--- config.mk ---
export PLATFORM = sky130hd
export DESIGN_NAME = epoch_seconds_to_calendar_top
export DESIGN_NICKNAME = d
export VERILOG_FILES = /design/src/sv/esc_pkg.sv /design/src/sv/esc_split.sv /design/src/sv/esc_tod.sv /design/src/sv/esc_date.sv /design/src/sv/epoch_seconds_to_calendar_top.sv
export VERILOG_INCLUDE_DIRS = /design/src /design/src/sv
export SDC_FILE = /design/constraint.sdc
export NUM_CORES = 2
export LEC_CHECK = 0
export ABC_AREA = 1
export BUFFER_PORTS_ARGS = -buffer_cell sky130_fd_sc_hd__clkbuf_2
export CAP_MARGIN = 20
export CORE_UTILIZATION = 47
export CTS_CLUSTER_DIAMETER = 80
export DETAILED_ROUTE_END_ITERATION = 12
export GPL_ROUTABILITY_DRIVEN = 0
export SLEW_MARGIN = 10
export SYNTH_ARGS = -nofsm -noshare
export SYNTH_HDL_FRONTEND = slang
export SYNTH_SLANG_ARGS = --single-unit
--- constraint.sdc ---
create_clock -name clk -period 9.1 [get_ports clk]
set_input_delay 0.455 -clock clk [delete_from_list [all_inputs] [get_ports clk]]
set_output_delay 0.455 -clock clk [all_outputs]
set_load 0.02 [all_outputs]
--- src/sv/epoch_seconds_to_calendar_top_defines.svh ---
// assertion helpers shared by the converter modules
// each one expects clk and rst_n to be visible where it is used
`ifndef EPOCH_SECONDS_TO_CALENDAR_TOP_DEFINES_SVH
`define EPOCH_SECONDS_TO_CALENDAR_TOP_DEFINES_SVH

// same-cycle implication
`define ESC_CHECK(lbl, ante, cons, msg) \
  lbl: assert property (@(posedge clk) disable iff (!rst_n) (ante) |-> (cons)) \
    else $error(msg);

// next-cycle implication
`define ESC_CHECK_NEXT(lbl, ante, cons, msg) \
  lbl: assert property (@(posedge clk) disable iff (!rst_n) (ante) |=> (cons)) \
    else $error(msg);

`endif

--- src/sv/esc_pkg.sv ---
`default_nettype none

package esc_pkg;

  localparam int NUM_STG = 7;

  // days = (t >> 7) / 675, exact for 25-bit operands
  localparam logic [25:0] DAY_MUL   = 26'd50903317;
  localparam int          DAY_SHIFT = 35;
  localparam logic [16:0] SEC_PER_DAY = 17'd86400;

  // day counting from 1968-01-01, first year of a four-year cycle
  localparam logic [15:0] EPOCH_OFS     = 16'd731;
  // 2100-03-01; from here a phantom leap day keeps the cycles regular
  localparam logic [15:0] LEAP_SKIP_DAY = 16'd48272;
  localparam logic [5:0]  SKIP_CYCLE    = 6'd33;
  localparam logic [16:0] CYC_MUL       = 17'd91868;
  localparam int          CYC_SHIFT     = 27;
  localparam logic [10:0] CYC_DAYS      = 11'd1461;
  localparam logic [7:0]  YEAR_BASE     = 8'd68;

  // weekday: (days + 4) mod 7
  localparam logic [15:0] WD_OFS   = 16'd4;
  localparam logic [16:0] WD_MUL   = 17'd74899;
  localparam int          WD_SHIFT = 19;

  // time of day
  localparam logic [13:0] HR_MUL    = 14'd9321;
  localparam int          HR_SHIFT  = 21;
  localparam logic [11:0] SEC_PER_HR = 12'd3600;
  localparam logic [10:0] MIN_MUL   = 11'd1093;
  localparam int          MIN_SHIFT = 14;
  localparam logic [11:0] SEC_PER_MIN = 12'd60;

  localparam logic [3:0] MONTH_MAR = 4'd2;

  typedef struct packed {
    logic [NUM_STG-1:0] load;
    logic [NUM_STG-1:0] valid;
  } esc_ctl_t;

  // first day of year index of month m (0 is january)
  function automatic logic [8:0] month_start(input logic [3:0] m, input logic leap);
    logic [8:0] base;
    base = 9'd0;
    case (m)
      4'd0:    base = 9'd0;
      4'd1:    base = 9'd31;
      4'd2:    base = 9'd59;
      4'd3:    base = 9'd90;
      4'd4:    base = 9'd120;
      4'd5:    base = 9'd151;
      4'd6:    base = 9'd181;
      4'd7:    base = 9'd212;
      4'd8:    base = 9'd243;
      4'd9:    base = 9'd273;
      4'd10:   base = 9'd304;
      4'd11:   base = 9'd334;
      default: base = 9'd0;
    endcase
    if (leap && (m >= MONTH_MAR)) begin
      base = base + 9'd1;
    end
    return base;
  endfunction

endpackage

`default_nettype wire

--- src/sv/esc_split.sv ---
`default_nettype none

module esc_split
  import esc_pkg::*;
(
  input  wire logic        clk,
  input  wire esc_ctl_t    ctl,
  input  wire logic [31:0] t,
  output logic [16:0]      secs,
  output logic [15:0]      dnum,
  output logic             after_skip,
  output logic [15:0]      wd_x,
  output logic [13:0]      wd_q
);

  logic [31:0] t1_r;
  logic [15:0] days1_r;
  logic [50:0] day_prod;
  logic [15:0] days1_nxt;

  logic [16:0] secs2_r, secs2_nxt;
  logic [15:0] dnum2_r, dnum2_nxt;
  logic        after2_r, after2_nxt;
  logic [15:0] wx2_r, wx2_nxt;
  logic [13:0] wq2_r, wq2_nxt;

  logic [32:0] day_sec_prod;
  logic [31:0] secs_full;
  logic [15:0] dnum_raw;
  logic [32:0] wq_prod;

  // stage 1: whole days
  assign day_prod  = 51'(t[31:7]) * 51'(DAY_MUL);
  assign days1_nxt = day_prod[DAY_SHIFT +: 16];

  // stage 2: seconds of day, day number, weekday quotient
  assign day_sec_prod = 33'(days1_r) * 33'(SEC_PER_DAY);
  assign secs_full    = t1_r - day_sec_prod[31:0];
  assign secs2_nxt    = secs_full[16:0];
  assign dnum_raw     = days1_r + EPOCH_OFS;
  assign after2_nxt   = (dnum_raw >= LEAP_SKIP_DAY);
  assign dnum2_nxt    = dnum_raw + 16'(after2_nxt);
  assign wx2_nxt      = days1_r + WD_OFS;
  assign wq_prod      = 33'(wx2_nxt) * 33'(WD_MUL);
  assign wq2_nxt      = wq_prod[WD_SHIFT +: 14];

  always_ff @(posedge clk) begin
    if (ctl.load[0]) begin
      t1_r    <= t;
      days1_r <= days1_nxt;
    end
    if (ctl.load[1]) begin
      secs2_r  <= secs2_nxt;
      dnum2_r  <= dnum2_nxt;
      after2_r <= after2_nxt;
      wx2_r    <= wx2_nxt;
      wq2_r    <= wq2_nxt;
    end
  end

  assign secs       = secs2_r;
  assign dnum       = dnum2_r;
  assign after_skip = after2_r;
  assign wd_x       = wx2_r;
  assign wd_q       = wq2_r;

endmodule

`default_nettype wire

--- src/sv/esc_tod.sv ---
`default_nettype none
`include "epoch_seconds_to_calendar_top_defines.svh"

module esc_tod
  import esc_pkg::*;
(
  input  wire logic        clk,
  input  wire logic        rst_n,
  input  wire esc_ctl_t    ctl,
  input  wire logic [16:0] secs,
  output logic [4:0]       hour_of_day,
  output logic [5:0]       minute_of_hour,
  output logic [5:0]       second_of_minute
);

  logic [16:0] secs3_r;
  logic [4:0]  hour3_r, hour4_r, hour5_r, hour6_r, hour7_r;
  logic [11:0] rh4_r, rh5_r;
  logic [5:0]  min5_r, min6_r, min7_r;
  logic [5:0]  sec6_r, sec7_r;

  logic [26:0] hr_prod;
  logic [16:0] hs_prod;
  logic [16:0] rh_full;
  logic [20:0] mn_prod;
  logic [11:0] ms_prod;
  logic [11:0] sec_full;

  assign hr_prod  = 27'(secs[16:4]) * 27'(HR_MUL);
  assign hs_prod  = 17'(hour3_r) * 17'(SEC_PER_HR);
  assign rh_full  = secs3_r - hs_prod;
  assign mn_prod  = 21'(rh4_r[11:2]) * 21'(MIN_MUL);
  assign ms_prod  = 12'(min5_r) * SEC_PER_MIN;
  assign sec_full = rh5_r - ms_prod;

  always_ff @(posedge clk) begin
    if (ctl.load[2]) begin
      secs3_r <= secs;
      hour3_r <= hr_prod[HR_SHIFT +: 5];
    end
    if (ctl.load[3]) begin
      hour4_r <= hour3_r;
      rh4_r   <= rh_full[11:0];
    end
    if (ctl.load[4]) begin
      hour5_r <= hour4_r;
      rh5_r   <= rh4_r;
      min5_r  <= mn_prod[MIN_SHIFT +: 6];
    end
    if (ctl.load[5]) begin
      hour6_r <= hour5_r;
      min6_r  <= min5_r;
      sec6_r  <= sec_full[5:0];
    end
    if (ctl.load[6]) begin
      hour7_r <= hour6_r;
      min7_r  <= min6_r;
      sec7_r  <= sec6_r;
    end
  end

  assign hour_of_day      = hour7_r;
  assign minute_of_hour   = min7_r;
  assign second_of_minute = sec7_r;

  `ESC_CHECK(a_tod_range, ctl.valid[6],
             hour7_r <= 5'd23 && min7_r <= 6'd59 && sec7_r <= 6'd59,
             "time of day out of range")

endmodule

`default_nettype wire

--- src/sv/esc_date.sv ---
`default_nettype none
`include "epoch_seconds_to_calendar_top_defines.svh"

module esc_date
  import esc_pkg::*;
(
  input  wire logic        clk,
  input  wire logic        rst_n,
  input  wire esc_ctl_t    ctl,
  input  wire logic [15:0] dnum,
  input  wire logic        after_skip,
  input  wire logic [15:0] wd_x,
  input  wire logic [13:0] wd_q,
  output logic [7:0]       years_since_1900,
  output logic [3:0]       month_index,
  output logic [4:0]       day_of_month,
  output logic [8:0]       day_of_year,
  output logic [2:0]       weekday
);

  logic [5:0]  c3_r, c4_r, c5_r;
  logic [15:0] dnum3_r;
  logic        after3_r, after4_r, after5_r;
  logic [2:0]  wd3_r, wd4_r, wd5_r, wd6_r, wd7_r;
  logic [10:0] r4_r;
  logic [1:0]  yc5_r;
  logic [8:0]  doy5_r, doy6_r, doy7_r;
  logic [7:0]  year6_r, year7_r;
  logic        leap6_r, fix6_r;
  logic [3:0]  month6_r, month7_r;
  logic [4:0]  mday7_r;

  logic [32:0] cy_prod;
  logic [16:0] wq7;
  logic [16:0] wd_full;
  logic [15:0] cd_prod;
  logic [15:0] r_full;
  logic [1:0]  yc_nxt;
  logic [10:0] yr_base;
  logic [10:0] doy_full;
  logic        leap_nxt;
  logic [3:0]  month_nxt;
  logic [8:0]  mday_full;

  // stage 3: four-year cycle index, weekday remainder
  assign cy_prod = 33'(dnum) * 33'(CYC_MUL);
  assign wq7     = {wd_q, 3'b000} - 17'(wd_q);
  assign wd_full = 17'(wd_x) - wq7;

  // stage 4: day within cycle
  assign cd_prod = 16'(c3_r) * 16'(CYC_DAYS);
  assign r_full  = dnum3_r - cd_prod;

  // stage 5: year within cycle, first year is leap
  always_comb begin
    if (r4_r < 11'd366) begin
      yc_nxt  = 2'd0;
      yr_base = 11'd0;
    end else if (r4_r < 11'd731) begin
      yc_nxt  = 2'd1;
      yr_base = 11'd366;
    end else if (r4_r < 11'd1096) begin
      yc_nxt  = 2'd2;
      yr_base = 11'd731;
    end else begin
      yc_nxt  = 2'd3;
      yr_base = 11'd1096;
    end
  end
  assign doy_full = r4_r - yr_base;

  // stage 6: month by comparing against month starts
  assign leap_nxt = (yc5_r == 2'd0);
  always_comb begin
    month_nxt = 4'd0;
    for (int k = 1; k < 12; k++) begin
      if (doy5_r >= month_start(4'(k), leap_nxt)) begin
        month_nxt = month_nxt + 4'd1;
      end
    end
  end

  // stage 7: day of month
  assign mday_full = doy6_r - month_start(month6_r, leap6_r) + 9'd1;

  always_ff @(posedge clk) begin
    if (ctl.load[2]) begin
      c3_r     <= cy_prod[CYC_SHIFT +: 6];
      dnum3_r  <= dnum;
      after3_r <= after_skip;
      wd3_r    <= wd_full[2:0];
    end
    if (ctl.load[3]) begin
      c4_r     <= c3_r;
      r4_r     <= r_full[10:0];
      after4_r <= after3_r;
      wd4_r    <= wd3_r;
    end
    if (ctl.load[4]) begin
      c5_r     <= c4_r;
      yc5_r    <= yc_nxt;
      doy5_r   <= doy_full[8:0];
      after5_r <= after4_r;
      wd5_r    <= wd4_r;
    end
    if (ctl.load[5]) begin
      year6_r  <= YEAR_BASE + {c5_r, 2'b00} + 8'(yc5_r);
      leap6_r  <= leap_nxt;
      // phantom leap day of 2100 shifts its day of year after february
      fix6_r   <= after5_r && (c5_r == SKIP_CYCLE) && (yc5_r == 2'd0);
      month6_r <= month_nxt;
      doy6_r   <= doy5_r;
      wd6_r    <= wd5_r;
    end
    if (ctl.load[6]) begin
      year7_r  <= year6_r;
      month7_r <= month6_r;
      mday7_r  <= mday_full[4:0];
      doy7_r   <= doy6_r - 9'(fix6_r);
      wd7_r    <= wd6_r;
    end
  end

  assign years_since_1900 = year7_r;
  assign month_index      = month7_r;
  assign day_of_month     = mday7_r;
  assign day_of_year      = doy7_r;
  assign weekday          = wd7_r;

  `ESC_CHECK(a_date_range, ctl.valid[6],
             month7_r <= 4'd11 && mday7_r != 5'd0 && doy7_r <= 9'd365 && wd7_r <= 3'd6,
             "calendar date out of range")
  `ESC_CHECK(a_skip_after_feb, ctl.valid[5] && fix6_r, month6_r >= MONTH_MAR,
             "leap day correction before march")

endmodule

`default_nettype wire

--- src/sv/epoch_seconds_to_calendar_top.sv ---
// unix seconds to broken-down gregorian calendar time
//
// in_* channel: one 32-bit unsigned count of seconds since 1970-01-01 00:00:00
// per transfer. out_* channel: one result per input, in input order, with
// year minus 1900, month, day of month, day of year, weekday, hour, minute
// and second.
//
// seven register stages; a result is offered on out_tvalid once it reaches the last
// stage. one transfer per cycle is sustained in both directions while the output
// side is not stalled.
//
// each stage holds one valid bit. a stage loads when it is empty or the stage
// after it moves, so bubbles close up and the input side keeps taking
// transfers while the last stage holds a result the receiver has not taken.
// once every stage is full and out_tready is low, in_tready drops and nothing
// moves; no data is lost or repeated.
//
// synchronous reset clears the valid bits only; the data registers are not reset.
`default_nettype none
`include "epoch_seconds_to_calendar_top_defines.svh"

module epoch_seconds_to_calendar_top
  import esc_pkg::*;
(
  input  wire logic        clk,
  input  wire logic        rst_n,
  input  wire logic        in_tvalid,
  output logic             in_tready,
  input  wire logic [31:0] in_tdata,   // [31:0] epoch_seconds
  output logic             out_tvalid,
  input  wire logic        out_tready,
  // [7:0] years_since_1900, [11:8] month_index, [16:12] day_of_month,
  // [25:17] day_of_year, [28:26] weekday, [33:29] hour_of_day,
  // [39:34] minute_of_hour, [45:40] second_of_minute, [47:46] zero
  output logic [47:0]      out_tdata
);

  logic [NUM_STG-1:0] vld_r, vld_nxt;
  logic [NUM_STG-1:0] rdy;
  esc_ctl_t           ctl;

  // split results at stage 2
  logic [16:0] secs;
  logic [15:0] dnum;
  logic        after_skip;
  logic [15:0] wd_x;
  logic [13:0] wd_q;

  logic [7:0] years_since_1900;
  logic [3:0] month_index;
  logic [4:0] day_of_month;
  logic [8:0] day_of_year;
  logic [2:0] weekday;
  logic [4:0] hour_of_day;
  logic [5:0] minute_of_hour;
  logic [5:0] second_of_minute;

  // a stage can load when empty or when its content moves on
  always_comb begin
    rdy[NUM_STG-1] = !vld_r[NUM_STG-1] || out_tready;
    for (int i = NUM_STG - 2; i >= 0; i--) begin
      rdy[i] = !vld_r[i] || rdy[i+1];
    end
  end

  always_comb begin
    vld_nxt[0] = rdy[0] ? in_tvalid : vld_r[0];
    for (int i = 1; i < NUM_STG; i++) begin
      vld_nxt[i] = rdy[i] ? vld_r[i-1] : vld_r[i];
    end
  end

  always_ff @(posedge clk) begin
    if (!rst_n) begin
      vld_r <= '0;
    end else begin
      vld_r <= vld_nxt;
    end
  end

  assign ctl.load  = rdy;
  assign ctl.valid = vld_r;

  assign in_tready  = rdy[0];
  assign out_tvalid = vld_r[NUM_STG-1];

  // stages 1-2: days, seconds of day, day number, weekday quotient
  esc_split u_split (
    .clk        (clk),
    .ctl        (ctl),
    .t          (in_tdata),
    .secs       (secs),
    .dnum       (dnum),
    .after_skip (after_skip),
    .wd_x       (wd_x),
    .wd_q       (wd_q)
  );

  // stages 3-7: hour, minute, second
  esc_tod u_tod (
    .clk              (clk),
    .rst_n            (rst_n),
    .ctl              (ctl),
    .secs             (secs),
    .hour_of_day      (hour_of_day),
    .minute_of_hour   (minute_of_hour),
    .second_of_minute (second_of_minute)
  );

  // stages 3-7: year, month, day, weekday
  esc_date u_date (
    .clk              (clk),
    .rst_n            (rst_n),
    .ctl              (ctl),
    .dnum             (dnum),
    .after_skip       (after_skip),
    .wd_x             (wd_x),
    .wd_q             (wd_q),
    .years_since_1900 (years_since_1900),
    .month_index      (month_index),
    .day_of_month     (day_of_month),
    .day_of_year      (day_of_year),
    .weekday          (weekday)
  );

  assign out_tdata = {2'b00, second_of_minute, minute_of_hour, hour_of_day, weekday,
                      day_of_year, day_of_month, month_index, years_since_1900};

  `ESC_CHECK(a_ready_when_drained, out_tready, in_tready,
             "input stalled while output side is ready")
  `ESC_CHECK_NEXT(a_accept_enters, in_tvalid && in_tready, vld_r[0],
                  "accepted transfer did not enter the first stage")

endmodule

`default_nettype wire

== After elaboration in Yosys (flattened, before gate mapping) ==
Memory sizes are Yosys's and may differ from the RTL's. A register that Yosys moved wholly into a read port is not among the register bits.
Index checks and enable logic that the tools add are counted.

* Flip-flop bits (word level): 283
* ROM bits: 144
* Logic and storage cells: 152
* Memories: 1

* Add/subtract/negate cells: 26
* Multiply operators: 9
* Order comparisons: 16
* Equal/unequal tests: 1
* Muxes and demuxes: 28
* Reductions and logical operators: 19

{| class="wikitable"
|+ Memory list
! name !! words !! width !! read ports !! clocked after memory_dff !! write ports !! line !! RTL
|-
| (no name shown) || 16 || 9 || 1 || 1 || 0 || esc_pkg.sv:46 || <nowiki>case (m)</nowiki>
|}

{| class="wikitable"
|+ Operators by type and width
! cell !! number
|-
| 25-bit by 26-bit multiplier with 51-bit output (second input constant) || 1
|-
| 4-bit two-way mux || 12
|-
| 4-bit by 1-bit adder with 4-bit output (second input constant) || 9
|-
| 9-bit by 8-bit >= comparator with 1-bit output || 4
|-
| 16-bit by 15-bit multiplier with 31-bit output (second input constant) || 1
|-
| 9-bit >= comparator || 3
|-
| 13-bit by 14-bit multiplier with 26-bit output (second input constant) || 1
|-
| 16-bit by 17-bit multiplier with 22-bit output (second input constant) || 1
|-
| 10-bit by 11-bit multiplier with 20-bit output (second input constant) || 1
|-
| 9-bit by 7-bit >= comparator with 1-bit output || 2
|-
| 9-bit two-way mux || 2
|-
| 17-bit subtractor || 1
|-
| 16-bit by 1-bit adder with 16-bit output || 1
|-
| 16-bit by 10-bit adder with 16-bit output (second input constant) || 1
|-
| 16-bit by 3-bit adder with 16-bit output (second input constant) || 1
|-
| 16-bit >= comparator (second input constant) || 1
|-
| 16-bit by 10-bit multiplier with 10-bit output (second input constant) || 1
|-
| 12-bit subtractor || 1
|-
| 11-bit by 10-bit < comparator with 1-bit output (second input constant) || 1
|-
| 11-bit < comparator (second input constant) || 1
|-
| 11-bit by 9-bit < comparator with 1-bit output (second input constant) || 1
|-
| 6-bit by 11-bit multiplier with 11-bit output (second input constant) || 1
|-
| 11-bit subtractor || 1
|-
| 5-bit by 1-bit adder with 5-bit output (second input constant) || 2
|-
| other kinds (25) || 48
|}

== Longest topological paths before layout ==
* Depth in word-level cells: 23
* Depth in mapped cells: 48

== By module ==
From an unflattened synthesis, not the netlist that was laid out.

* Cells, all modules: 4312
* Area total of the unflattened synthesis: 39636.8 µm²

{| class="wikitable"
|+ Modules (own cells, without submodules)
! module !! instances !! cells an instance !! area an instance (µm²) !! seq. area each (µm²)
|-
| esc_split || 1 || 2352 || 19982.9 || 2912.8
|-
| esc_date || 1 || 1291 || 12544.5 || 3643.5
|-
| esc_tod || 1 || 633 || 6802.8 || 2552.4
|-
| epoch_seconds_to_calendar_top || 1 || 36 || 306.5 || 140.1
|}

== Worst setup path before layout ==
Ideal clock, no wire load.

* Path type: reg-to-reg
* Start: reg u_date.yc5_r[1]
* End: reg (tool-made name)
* Library setup time: 114 ps
* Arrival: 6796 ps
* Data required time: 8986 ps
* Setup slack: 2190 ps
* Stages on the path, launching flop included: 47
* Buffers on the path: 0
* Period minus slack after synthesis: 6910 ps
* Path through: edfxtp_1 -> nor2_2 -> inv_1 -> ha_1 -> or2_1 -> nand2_1 -> a21oi_1 -> o21ai_0 -> nand2_1 -> and3_1 -> ha_1 -> inv_1 -> nand3_1 -> nand2_2 -> inv_1 -> ha_1 -> nand2_1 -> nand2_1 -> [11 not listed] -> or2_1 -> nand2_1 -> inv_1 -> ha_1 -> nand2_1 -> nand2_2 -> ha_1 -> inv_1 -> o21ai_1 -> ha_1 -> nand2_1 -> nand2_1 -> o21ai_1 -> ha_1 -> nand3b_1 -> nand2_1 -> nand3_1 -> nand2_1

{| class="wikitable"
|+ RTL lines
! item !! line !! RTL
|-
| start: declaration || esc_date.sv:26 || <nowiki>logic [1:0] yc5_r;</nowiki>
|-
| start signal: assignment || esc_date.sv:101 || <nowiki>yc5_r <= yc_nxt;</nowiki>
|}

==> results.yml <==
run_status:
  status: "finished, final reports clean"
synth:
  yosysSeqAreaShare_pct: 24.8
  synth_top_area_cell: "ha_1"
  syn-cell-area_mm2: 0.0344
  async_flop_share_pct: 0
  ys.flop_type: "edfxtp_1"
  netlist.area_leader.share_pct: 26.5
  synth_seq_cells: 288
  synth_warnings: 0
  synth_edf_count: 276
  synthCells: 3314
  synth.area.top_cells: "ha_1 26%, edfxtp_1 24%, fa_1 22%"
  synth_area_per_cell_um2: 10.4
  yosysUniqueCellTypes: 59
routing:
  drc: 0
  vias: 21600
  postRouteAntennaNets: 0
  avgViaCountPerCell: 4.89
  drtPass1Iterations: 5
  drtIter0Drc: 797
  routed_wl_mm: 68.8
  routedWlPerCell_um: 15.6
worst_setup_path:
  reg2reg_depth: 46
  cp.depth: 46
  critical_path_class: "flop to flop"
  end_kind: "flop"
  reg2reg_setup_slack_ns: 1.59
  cp-startpoint: "u_date.yc5_r[1]$_SDFFCE_PP0P_"
  crit_fanout: 5
  crit_family: "adder cells"
  worstSetupStartpointType: "flop"
  critical_path_buf_inv_count: 6
  cp.arrival_ns: 7.98
  r2r_start: "u_date.yc5_r[1]$_SDFFCE_PP0P_"
  cp_slowest_cell: "edfxtp_1"
  path_common_cell: "nand2_1"
  max_stage_delay_ns: 0.42
  crit_required_ns: 9.57
clock_tree:
  cts_tree: "built"
  post_cts_buffers: 0
  htreeDepth: 1
  clk_latency_ns: 0.57
  cts_made_buffers: 31
  cts.repair.resized: 0
  cts_max_path_buffers: 3
  ctsHoldBuffers: 0
  cts_root_buf: "clkbuf_16"
  clkTransAtPathRegs_ns: 0.06
  clkSinkCount: 288
floorplanning:
  die_y_um: 273
  die_w_um: 273
  core_mm2: 0.0720
  die-area_mm2: 0.0743
  rows: 98
  initial_core_util_pct: 47.8
  ios: 86
final_layout:
  final_cell_mix: "860 x inv_1, 728 x ha_1, 384 x fa_1, 276 x edfxtp_1, 263 x nand2_1"
  final_nets: 4579
  antenna_cells: 0
  final_layout_size_suffix_gt1_share_pct: 6.25
  area_growth_pct: 7.63
  fin_util_pct: 51.5
  final_common_cell: "inv_1"
sta:
  fin_setup_tns_ns: 0
  fin_worst_skew_ns: 0.0155
  post-route-period-util_pct: 82.5
  tightest_slew_ns: 0.821
  finalSetupViolations: 0
  fin_hold_ws_ns: 0.0671
  hold_viol_final: 0
  slew-limit-headroom_pct: 45.1
  min_period_ns: 7.51
  rsz0062_at_grt: "no"
  max_freq_mhz: 133
  drv_slew: 0
place:
  hpwl_mm: 59.3
  io_buffers: 83
global_routing:
  grt_pass1_wl_mm: 114
  grt_pass1_vias: 22500
  grt_start_max_net_pins: 53
  grt-ovfl-total: 0
  antenna_found_initial: 0
  track_usage_pct: 19.4
min_path:
  hp-class: "primary input to flop"
  min_from: "in_tdata[4]"
job:
  maxCapViolCount: 0
-- cell usage after synthesis, types with 2 or more instances --
master / count
a21boi_0: 3
a21o_1: 10
a21oi_1: 149
a31oi_1: 11
and2_1: 4
buf_4: 3
buf_6: 2
dfxtp_1: 12
edfxtp_1: 276
fa_1: 384
ha_1: 728
inv_1: 864
inv_2: 7
nand2_1: 264
nand2_2: 35
nand2_4: 3
nand3_1: 74
nand3_2: 10
nand4_1: 21
nor2_1: 116
nor2_2: 3
nor3_1: 23
nor4_1: 9
o2111ai_1: 2
o211ai_1: 6
o21a_1: 10
o21ai_0: 60
o21ai_1: 2
o21bai_1: 9
o221ai_1: 3
o31ai_1: 6
o41ai_1: 3
or2_1: 2
or2_2: 6
xnor2_1: 61
xor2_1: 110
-- worst min-delay path by stage --
| stage | end | slack (ns) | cells past startpoint |
|---|---|---|---|
| global placement | u_tod.hour_of_day[0]$_DFFE_PP_ | 0.40 | 0 |
| global route | u_split.t1_r[5]$_DFFE_PP_ | 0.04 | 1 |
| finish | u_split.t1_r[4]$_DFFE_PP_ | 0.07 | 1 |
| CTS | u_split.t1_r[4]$_DFFE_PP_ | 0.04 | 1 |
| floorplan | u_date.after3_r$_DFFE_PP_ | 0.40 | 0 |
| detailed placement | u_date.after3_r$_DFFE_PP_ | 0.40 | 0 |
-- layer usage --
layer / vias to the layer above / track usage [%] / wire [um] / part of all wire, %
li1: 10900 / - / - / -
met4: 0 / 4.35 / 1460 / 2.1
met3: 81 / 1.76 / 2070 / 3.0
met5: - / 0 / 0 / 0
met1: 10300 / 25.7 / 31700 / 46
met2: 272 / 34.2 / 33600 / 49
-- final cells by class --
class                   instances  area (um^2)
repair buffers                 90          468
clock buffers                  35          791
fillers                      6596        34900
clock inverters                22          228
well taps                     950         1190
multi-input cells            2149        22600
inverters                     871         3270
flip-flops and latches        288         8530
-- flip-flops by register name, summed over array words and instances (netlist names), 7 cells and up, named ones only --
signal	flops
u_split.days1_r	16
u_date.year6_r	8
u_date.r4_r	11
u_tod.secs3_r	12
u_date.doy5_r	9
u_date.doy6_r	9
u_tod.rh4_r	12
u_date.dnum3_r	11
vld_r	7
u_split.secs	17
u_split.dnum	16
u_split.t1_r	17
u_date.years_since_1900	8
u_date.day_of_year	9
-- per-stage QoR --
step           cells  cell area, um^2  setup slack (ns)
6_report        4405            37100              1.59
2_1_floorplan   3315            34400              2.19
5_1_grt         4405            37100             0.930
3_3_place_gp    4348            36000              1.75
3_5_place_dp    4348            36000              1.59
4_1_cts         4405            37100              1.57
-- cell families (layout without fill, tap and decap cells) --
family	Yosys count	in the layout	share of synthesized area [%]
buf+inv	878	1018	9.65
xor+xnor	171	171	4.35
compound gates	282	282	4.67
other cells	1	2	0.0109
flops	288	288	24.8
mux	1	1	0.0327
fa+ha+maj	1112	1112	48.8
simple gates	581	581	7.72
Power is not shown: default switching activity piles up to over one toggle a cycle in this logic, so the estimate is an artifact.
